<file path="src/hdl/apv_pkg.sv">
package apv_pkg;

    typedef logic [2:0] status_t;

    localparam status_t ST_OK            = 3'd0;
    localparam status_t ST_NOT_ABSOLUTE  = 3'd1;
    localparam status_t ST_TOO_LONG      = 3'd2;
    localparam status_t ST_NULL_BYTE     = 3'd3;
    localparam status_t ST_EMPTY_COMP    = 3'd4;
    localparam status_t ST_COMP_TOO_LONG = 3'd5;
    localparam status_t ST_DOTDOT        = 3'd6;
    localparam status_t ST_BAD_BYTE      = 3'd7;

    typedef logic [2:0] reg_index_t;

    localparam reg_index_t REG_MAX_PATH  = 3'd0;
    localparam reg_index_t REG_MAX_COMP  = 3'd1;
    localparam reg_index_t REG_ALLOWED_0 = 3'd2;
    localparam reg_index_t REG_ALLOWED_1 = 3'd3;
    localparam reg_index_t REG_ALLOWED_2 = 3'd4;
    localparam reg_index_t REG_ALLOWED_3 = 3'd5;

    localparam int PATH_CNT_W = 17;
    localparam int COMP_CNT_W = 9;

    localparam logic [PATH_CNT_W-1:0] PATH_COUNT_MAX = '1;
    localparam logic [COMP_CNT_W-1:0] COMP_COUNT_MAX = '1;

    localparam logic [7:0] SLASH_BYTE = 8'h2f;
    localparam logic [7:0] DOT_BYTE   = 8'h2e;
    localparam logic [7:0] NULL_BYTE  = 8'h00;

    localparam logic [15:0] MAX_PATH_RESET  = 16'd4096;
    localparam logic [7:0]  MAX_COMP_RESET  = 8'd255;
    localparam logic [63:0] ALLOWED_0_RESET = 64'h03ff_6000_0000_0000;
    localparam logic [63:0] ALLOWED_1_RESET = 64'h07ff_fffe_87ff_fffe;
    localparam logic [63:0] ALLOWED_2_RESET = 64'h0;
    localparam logic [63:0] ALLOWED_3_RESET = 64'h0;

    // status of a closed component, keeps an earlier failure
    function automatic status_t close_err(
        input status_t                 first_err,
        input logic [COMP_CNT_W-1:0]   count,
        input logic                    all_dots,
        input logic                    bad_byte,
        input logic [7:0]              max_comp
    );
        status_t res;
        res = first_err;
        if (first_err == ST_OK)
        begin
            if (count == '0)
                res = ST_EMPTY_COMP;
            else if (count > {1'b0, max_comp})
                res = ST_COMP_TOO_LONG;
            else if (count == COMP_CNT_W'(2) && all_dots)
                res = ST_DOTDOT;
            else if (bad_byte)
                res = ST_BAD_BYTE;
        end
        return res;
    endfunction

endpackage

</file>
<file path="src/hdl/absolute_path_validator.sv">
// throughput: one byte per cycle, held off only while a last byte waits for a busy status output
// bytes pass an input register, then the counter and flag update into the status register
// reset (rst_n low, asynchronous) clears the path state and loads the register defaults
// the path state also returns to its reset values after every status
module absolute_path_validator (
    input  logic        clk,
    input  logic        rst_n,
    // request stream
    input  logic        s_tvalid,
    output logic        s_tready,
    input  logic [7:0]  s_tdata,   // [7:0] ch
    input  logic        s_tlast,
    input  logic        s_tuser,   // [0] empty_path
    // status stream
    output logic        m_tvalid,
    input  logic        m_tready,
    output logic [7:0]  m_tdata,   // [2:0] status, [7:3] zero
    // configuration
    input  logic        psel,
    input  logic        penable,
    input  logic        pwrite,
    input  logic [5:0]  paddr,
    input  logic [63:0] pwdata,
    output logic [63:0] prdata,
    output logic        pready
);
    import apv_pkg::*;

    // configuration registers
    logic [15:0] max_path_reg;
    logic [7:0]  max_comp_reg;
    logic [63:0] allowed_reg [4];

    // input register
    logic       in_valid_reg;
    logic [7:0] in_ch_reg;
    logic       in_last_reg;
    logic       in_empty_reg;

    // path state
    logic                  at_first_reg, at_first_next;
    logic                  not_abs_reg, not_abs_next;
    logic [PATH_CNT_W-1:0] path_count_reg, path_count_next;
    logic                  null_reg, null_next;
    logic [COMP_CNT_W-1:0] comp_count_reg, comp_count_next;
    logic                  comp_dots_reg, comp_dots_next;
    logic                  comp_bad_reg, comp_bad_next;
    status_t               first_err_reg, first_err_next;

    // output register
    logic    out_valid_reg;
    status_t status_reg, status_next;

    logic       out_free;
    logic       adv;
    logic       byte_ok;
    logic       cfg_wr;
    reg_index_t cfg_idx;
    status_t    fin_err;

    assign out_free = !out_valid_reg || m_tready;
    assign adv      = in_valid_reg && (!in_last_reg || out_free);
    assign s_tready = !in_valid_reg || adv;

    assign m_tvalid = out_valid_reg;
    assign m_tdata  = {5'd0, status_reg};

    assign pready  = 1'b1;
    assign cfg_wr  = psel && penable && pwrite && pready;
    assign cfg_idx = paddr[5:3];

    assign byte_ok = allowed_reg[in_ch_reg[7:6]][in_ch_reg[5:0]];

    always_comb
    begin
        case (cfg_idx)
            REG_MAX_PATH:  prdata = {48'd0, max_path_reg};
            REG_MAX_COMP:  prdata = {56'd0, max_comp_reg};
            REG_ALLOWED_0: prdata = allowed_reg[0];
            REG_ALLOWED_1: prdata = allowed_reg[1];
            REG_ALLOWED_2: prdata = allowed_reg[2];
            REG_ALLOWED_3: prdata = allowed_reg[3];
            default:       prdata = 64'd0;
        endcase
    end

    always_ff @(posedge clk or negedge rst_n)
    begin
        if (!rst_n)
        begin
            max_path_reg   <= MAX_PATH_RESET;
            max_comp_reg   <= MAX_COMP_RESET;
            allowed_reg[0] <= ALLOWED_0_RESET;
            allowed_reg[1] <= ALLOWED_1_RESET;
            allowed_reg[2] <= ALLOWED_2_RESET;
            allowed_reg[3] <= ALLOWED_3_RESET;
        end
        else if (cfg_wr)
        begin
            case (cfg_idx)
                REG_MAX_PATH:  max_path_reg   <= pwdata[15:0];
                REG_MAX_COMP:  max_comp_reg   <= pwdata[7:0];
                REG_ALLOWED_0: allowed_reg[0] <= pwdata;
                REG_ALLOWED_1: allowed_reg[1] <= pwdata;
                REG_ALLOWED_2: allowed_reg[2] <= pwdata;
                REG_ALLOWED_3: allowed_reg[3] <= pwdata;
                default:       ;
            endcase
        end
    end

    always_comb
    begin
        at_first_next   = at_first_reg;
        not_abs_next    = not_abs_reg;
        path_count_next = path_count_reg;
        null_next       = null_reg;
        comp_count_next = comp_count_reg;
        comp_dots_next  = comp_dots_reg;
        comp_bad_next   = comp_bad_reg;
        first_err_next  = first_err_reg;
        status_next     = ST_OK;
        fin_err         = ST_OK;

        if (adv)
        begin
            if (!in_empty_reg)
            begin
                if (path_count_reg != PATH_COUNT_MAX)
                    path_count_next = path_count_reg + PATH_CNT_W'(1);
                if (in_ch_reg == NULL_BYTE)
                    null_next = 1'b1;
                if (at_first_reg)
                begin
                    at_first_next = 1'b0;
                    if (in_ch_reg != SLASH_BYTE)
                        not_abs_next = 1'b1;
                end
                else if (in_ch_reg == SLASH_BYTE)
                begin
                    first_err_next  = close_err(first_err_reg, comp_count_reg,
                                                comp_dots_reg, comp_bad_reg, max_comp_reg);
                    comp_count_next = '0;
                    comp_dots_next  = 1'b1;
                    comp_bad_next   = 1'b0;
                end
                else
                begin
                    if (comp_count_reg != COMP_COUNT_MAX)
                        comp_count_next = comp_count_reg + COMP_CNT_W'(1);
                    if (in_ch_reg != DOT_BYTE)
                        comp_dots_next = 1'b0;
                    if (!byte_ok)
                        comp_bad_next = 1'b1;
                end
            end

            if (in_last_reg)
            begin
                // a trailing component without a closing slash still counts
                fin_err = first_err_next;
                if (comp_count_next != '0)
                    fin_err = close_err(first_err_next, comp_count_next,
                                        comp_dots_next, comp_bad_next, max_comp_reg);
                if (at_first_next || not_abs_next)
                    status_next = ST_NOT_ABSOLUTE;
                else if (path_count_next > {1'b0, max_path_reg})
                    status_next = ST_TOO_LONG;
                else if (null_next)
                    status_next = ST_NULL_BYTE;
                else
                    status_next = fin_err;

                at_first_next   = 1'b1;
                not_abs_next    = 1'b0;
                path_count_next = '0;
                null_next       = 1'b0;
                comp_count_next = '0;
                comp_dots_next  = 1'b1;
                comp_bad_next   = 1'b0;
                first_err_next  = ST_OK;
            end
        end
    end

    always_ff @(posedge clk or negedge rst_n)
    begin
        if (!rst_n)
        begin
            in_valid_reg   <= 1'b0;
            out_valid_reg  <= 1'b0;
            at_first_reg   <= 1'b1;
            not_abs_reg    <= 1'b0;
            path_count_reg <= '0;
            null_reg       <= 1'b0;
            comp_count_reg <= '0;
            comp_dots_reg  <= 1'b1;
            comp_bad_reg   <= 1'b0;
            first_err_reg  <= ST_OK;
        end
        else
        begin
            if (s_tready)
                in_valid_reg <= s_tvalid;
            if (adv && in_last_reg)
                out_valid_reg <= 1'b1;
            else if (m_tready)
                out_valid_reg <= 1'b0;
            at_first_reg   <= at_first_next;
            not_abs_reg    <= not_abs_next;
            path_count_reg <= path_count_next;
            null_reg       <= null_next;
            comp_count_reg <= comp_count_next;
            comp_dots_reg  <= comp_dots_next;
            comp_bad_reg   <= comp_bad_next;
            first_err_reg  <= first_err_next;
        end
    end

    always_ff @(posedge clk)
    begin
        if (s_tready && s_tvalid)
        begin
            in_ch_reg    <= s_tdata;
            in_last_reg  <= s_tlast;
            in_empty_reg <= s_tuser;
        end
        if (adv && in_last_reg)
            status_reg <= status_next;
    end

    a_ready_only_when_full: assert property (@(posedge clk) disable iff (!rst_n)
        !s_tready |-> in_valid_reg)
        else $error("input held off with an empty input register");

    a_last_waits_for_slot: assert property (@(posedge clk) disable iff (!rst_n)
        in_valid_reg && in_last_reg && !out_free |=> in_valid_reg && in_last_reg)
        else $error("last byte dropped while status slot busy");

    a_state_cleared_after_last: assert property (@(posedge clk) disable iff (!rst_n)
        adv && in_last_reg |=> at_first_reg && path_count_reg == '0
                               && comp_count_reg == '0 && first_err_reg == ST_OK)
        else $error("path state not cleared after end of path");

    a_comp_after_first: assert property (@(posedge clk) disable iff (!rst_n)
        comp_count_reg != '0 |-> !at_first_reg && path_count_reg != '0)
        else $error("component bytes counted before first byte");

    a_result_from_last: assert property (@(posedge clk) disable iff (!rst_n)
        !out_valid_reg ##1 out_valid_reg |-> $past(adv && in_last_reg))
        else $error("status issued without an end of path");

endmodule
</file>
<file path="config.mk">
export PLATFORM = sky130hd
export DESIGN_NAME = absolute_path_validator
export DESIGN_NICKNAME = d
export VERILOG_FILES = /design/src/hdl/apv_pkg.sv /design/src/hdl/absolute_path_validator.sv
export SDC_FILE = /design/constraint.sdc
export NUM_CORES = 1
export LEC_CHECK = 0
export BUFFER_PORTS_ARGS = -buffer_cell sky130_fd_sc_hd__buf_2
export CORE_ASPECT_RATIO = 2
export CORE_MARGIN = 3
export CORE_UTILIZATION = 60
export DETAILED_ROUTE_END_ITERATION = 8
export GPL_TIMING_DRIVEN = 1
export PLACE_DENSITY = 0.8
export SLEW_MARGIN = 30
export SYNTH_ARGS = -nofsm -noshare
export SYNTH_HDL_FRONTEND = slang
export SYNTH_SLANG_ARGS = --single-unit
</file>
<file path="constraint.sdc">
create_clock -name clk -period 3.99 [get_ports clk]
set_input_delay 0.798 -clock clk [delete_from_list [all_inputs] [get_ports clk]]
set_output_delay 0.798 -clock clk [all_outputs]
set_load 0.005 [all_outputs]
</file>
==> flow_summary.yaml <==
outcome:
  status: "finished, final reports clean"
synthesis:
  synthFlopType: "dfrtp_1"
  yosysTopAreaCell: "dfrtp_1"
  synth_top_area_frac: 0.3310
  synth_edf_count: 13
  synthCells: 1503
  synth_area_per_cell_sq_um: 12.07
  yosysSeqAreaShare: 0.4625
  synthDistinctLibCells: 83
  synth_seq_cells: 329
  yosys-top-cells-count: "mux2_2 (264), dfrtp_1 (240), nand2_1 (124), a22oi_1 (118), dfstp_2 (76)"
  syn_area_sq_um: 18150
  synthArstFlopShare: 0.9605
  synth.most_common_cell: "mux2_2"
  synth_top_cells_by_area: "dfrtp_1 (33%), mux2_2 (16%), dfstp_2 (11%)"
  ys_warn_count: 0
route:
  drt-initial-drc-count: 868
  final_antenna_net_count: 0
  drc: 0
  topRoutingLayerUsed: "met5"
  totalWireLength_microns: 51150
  vias: 13530
  dr_wl_met2_microns: 26990
  wl_met1_microns: 17790
  drt-pass1-iter-count: 6
  viasPerCell: 6.617
  met3_wirelength_microns: 2728
  detail_route.wl_per_cell_microns: 25.01
finish:
  stdcell_count: 2045
  drive_gt1_frac: 0.4167
  final_nets: 1775
  largest_reg_flops: 256
  final_util: 0.6932
  nFillCells: 2146
  area_growth_pct: 13.16
worst_setup_path:
  crit_arrival_ns: 4.22
  r2r_cells: 17
  critPathMaxFanout: 5
  worst-setup-path-type: "reg -> reg"
  endpoint: "status_reg[2]$_SDFFCE_PP0P_"
  startpoint_type: "flip-flop"
  r2r_slack_ns: 0.18
  cp.required_ns: 4.40
  r2r_end: "status_reg[2]$_SDFFCE_PP0P_"
  r2r_start: "path_count_reg[1]$_DFFE_PN0P_"
  critPathLaunch: "path_count_reg[1]$_DFFE_PN0P_"
  endpoint_kind: "flip-flop"
timing:
  clock_skew_ns: 0.01164
  hold_slack_ns: 0.2916
  setup_viol: 0
  post-route-period-util: 0.9541
  maxClockFrequency_mhz: 262.7
  fin_ws_ns: 0.1830
  worst_slew_pin_slew_ns: 0.9312
  timing.slew.headroom: 0.3792
  hold_violations: 0
  drv_slew: 0
  finalCriticalPeriod_ns: 3.807
floorplanning:
  die_y_microns: 251.9
  die_x_microns: 129.0
  initial_core_util: 0.6126
  num_rows: 89
  ios: 162
  core_sq_um: 29620
  die-area_sq_um: 32490
global_route:
  track_usage: 0.3164
  grt_pass1_wl_microns: 79830
  globalRoute.totalOverflow: 0
  antenna_found_initial: 8
  grt_pass1_vias: 14290
  grt_max_degree: 107
flow_run:
  max_cap_violations: 0
placement:
  place_ws_ns: 0.04383
  place_congestion: 0.9287
  dp_cells: 1977
  dp_hpwl_microns: 34990
  portBuffers: 152
clock_network:
  cts_buffers: 30
  cts.clk_slew.worst_paths_ns: 0.07
  cts_max_level: 1
  cts_hold_buf: 0
  cts.sinks: 329
  cts_tree: "done"
  clock-root-buffer: "clkbuf_16"
  clock_latency_ns: 0.57
  clockBufferDepth: 3
power_and_ir_drop:
  power_density_nw_per_um2: 463.2
  ir_drop_mv: 0.4537
  power_leakage_nw: 9.205
min_path:
  hold_class: "in -> async"
==> power breakdown <==
| group | switching, W | total, W | internal (W) |
|---|---|---|---|
| logic | 0.000991 | 0.00206 | 0.00107 |
| clock network | 0.00129 | 0.00290 | 0.00161 |
| registers | 0.000477 | 0.00455 | 0.00407 |
==> cell type report <==
cell class | count | area [sq um] | share of cell area
multi-input cells | 1035 | 9186 | 0.4474
inverters | 36 | 135.1 | 0.006581
well taps | 364 | 455.4 | 0.02218
flip-flops and latches | 329 | 8393 | 0.4088
diodes | 6 | 15.01 | 0.0007312
clock inverters | 5 | 31.28 | 0.001523
repair buffers | 220 | 1369 | 0.06666
clock buffers | 50 | 948.4 | 0.04619
==> placed cells by master, fill, tap and decap left out, drive strengths merged, types with 5 or more instances in the layout <==
cell / instances
buf: 220
a21oi: 38
a22o: 11
diode: 6
edfxtp: 13
and2: 8
o221ai: 5
o21ai: 55
inv: 36
nor2: 54
nand2b: 8
nor2b: 19
a211oi: 14
a41oi: 6
a22oi: 118
xor2: 8
mux2i: 52
mux4: 60
xnor2: 11
ha: 36
nor3: 18
mux2: 268
nand2: 124
a31oi: 5
nand4: 13
and3: 8
dfstp: 76
nand3: 17
dfrtp: 240
clkbuf: 50
nor4: 7
conb: 6
==> metrics by stage <==
step	instance area [sq um]	total power (W)	setup TNS (ns)
6_report	20530	0.009510	0
5_1_grt	20530	0.009921	-0.02746
4_1_cts	20450	0.009535	0
3_5_place_dp	19460	0.006626	0
3_3_place_gp	19460	0.006505	0
2_1_floorplan	18160	0.005838	0
==> layer usage <==
metal  track usage  up-vias
met1        0.3590     6877
met5             0        -
met2        0.5512      539
li1              -     5946
met4        0.2049        2
met3       0.04068      168
==> worst min-delay path by stage <==
| stage | from | slack, ns | depth (start not counted) | end |
|---|---|---|---|---|
| floorplan | not_abs_reg$_DFFE_PN0P_ | 0.47 | 2 | not_abs_reg$_DFFE_PN0P_ |
| global placement | not_abs_reg$_DFFE_PN0P_ | 0.49 | 2 | not_abs_reg$_DFFE_PN0P_ |
| detailed placement | not_abs_reg$_DFFE_PN0P_ | 0.50 | 2 | not_abs_reg$_DFFE_PN0P_ |
| CTS | rst_n | 0.33 | 1 | first_err_reg[0]$_DFFE_PN0P_ |
| global route | rst_n | 0.35 | 1 | first_err_reg[1]$_DFFE_PN0P_ |
| finish | rst_n | 0.29 | 1 | allowed_reg[217]$_DFFE_PN0P_ |
==> cells by family after synthesis <==
logic type,count (synthesis),synth area share
fa+ha+maj,36,0.02482
simple gates,296,0.07881
buf+inv,143,0.03606
mux,380,0.2713
compound gates,298,0.1169
flops,329,0.4625
other cells,2,0.0004139
xor+xnor,19,0.009171
==> critical path, cell delays in order (launching register included) <==
cell      delay (ns)
dfrtp_1         0.41
ha_1            0.23
and3_2          0.24
a41oi_4         0.19
and2_4          0.20
nand3_1         0.14
or2_4           0.29
buf_4           0.14
nor3_4          0.15
xor2_1          0.10
ha_1            0.33
nand4_1         0.10
nor4_2          0.28
nand4_1         0.15
o211ai_1        0.12
o211a_1         0.29
nand2_1         0.10
a211oi_2        0.21
==> what timing repair did <==
action | in CTS | in global routing
buffers inserted | 1 | 6
pin swaps | 1 | 6
endpoints found under the setup margin | 1 | 3
gates resized for setup | 1 | 6
Note: power is estimated with default switching activity, not from simulation.
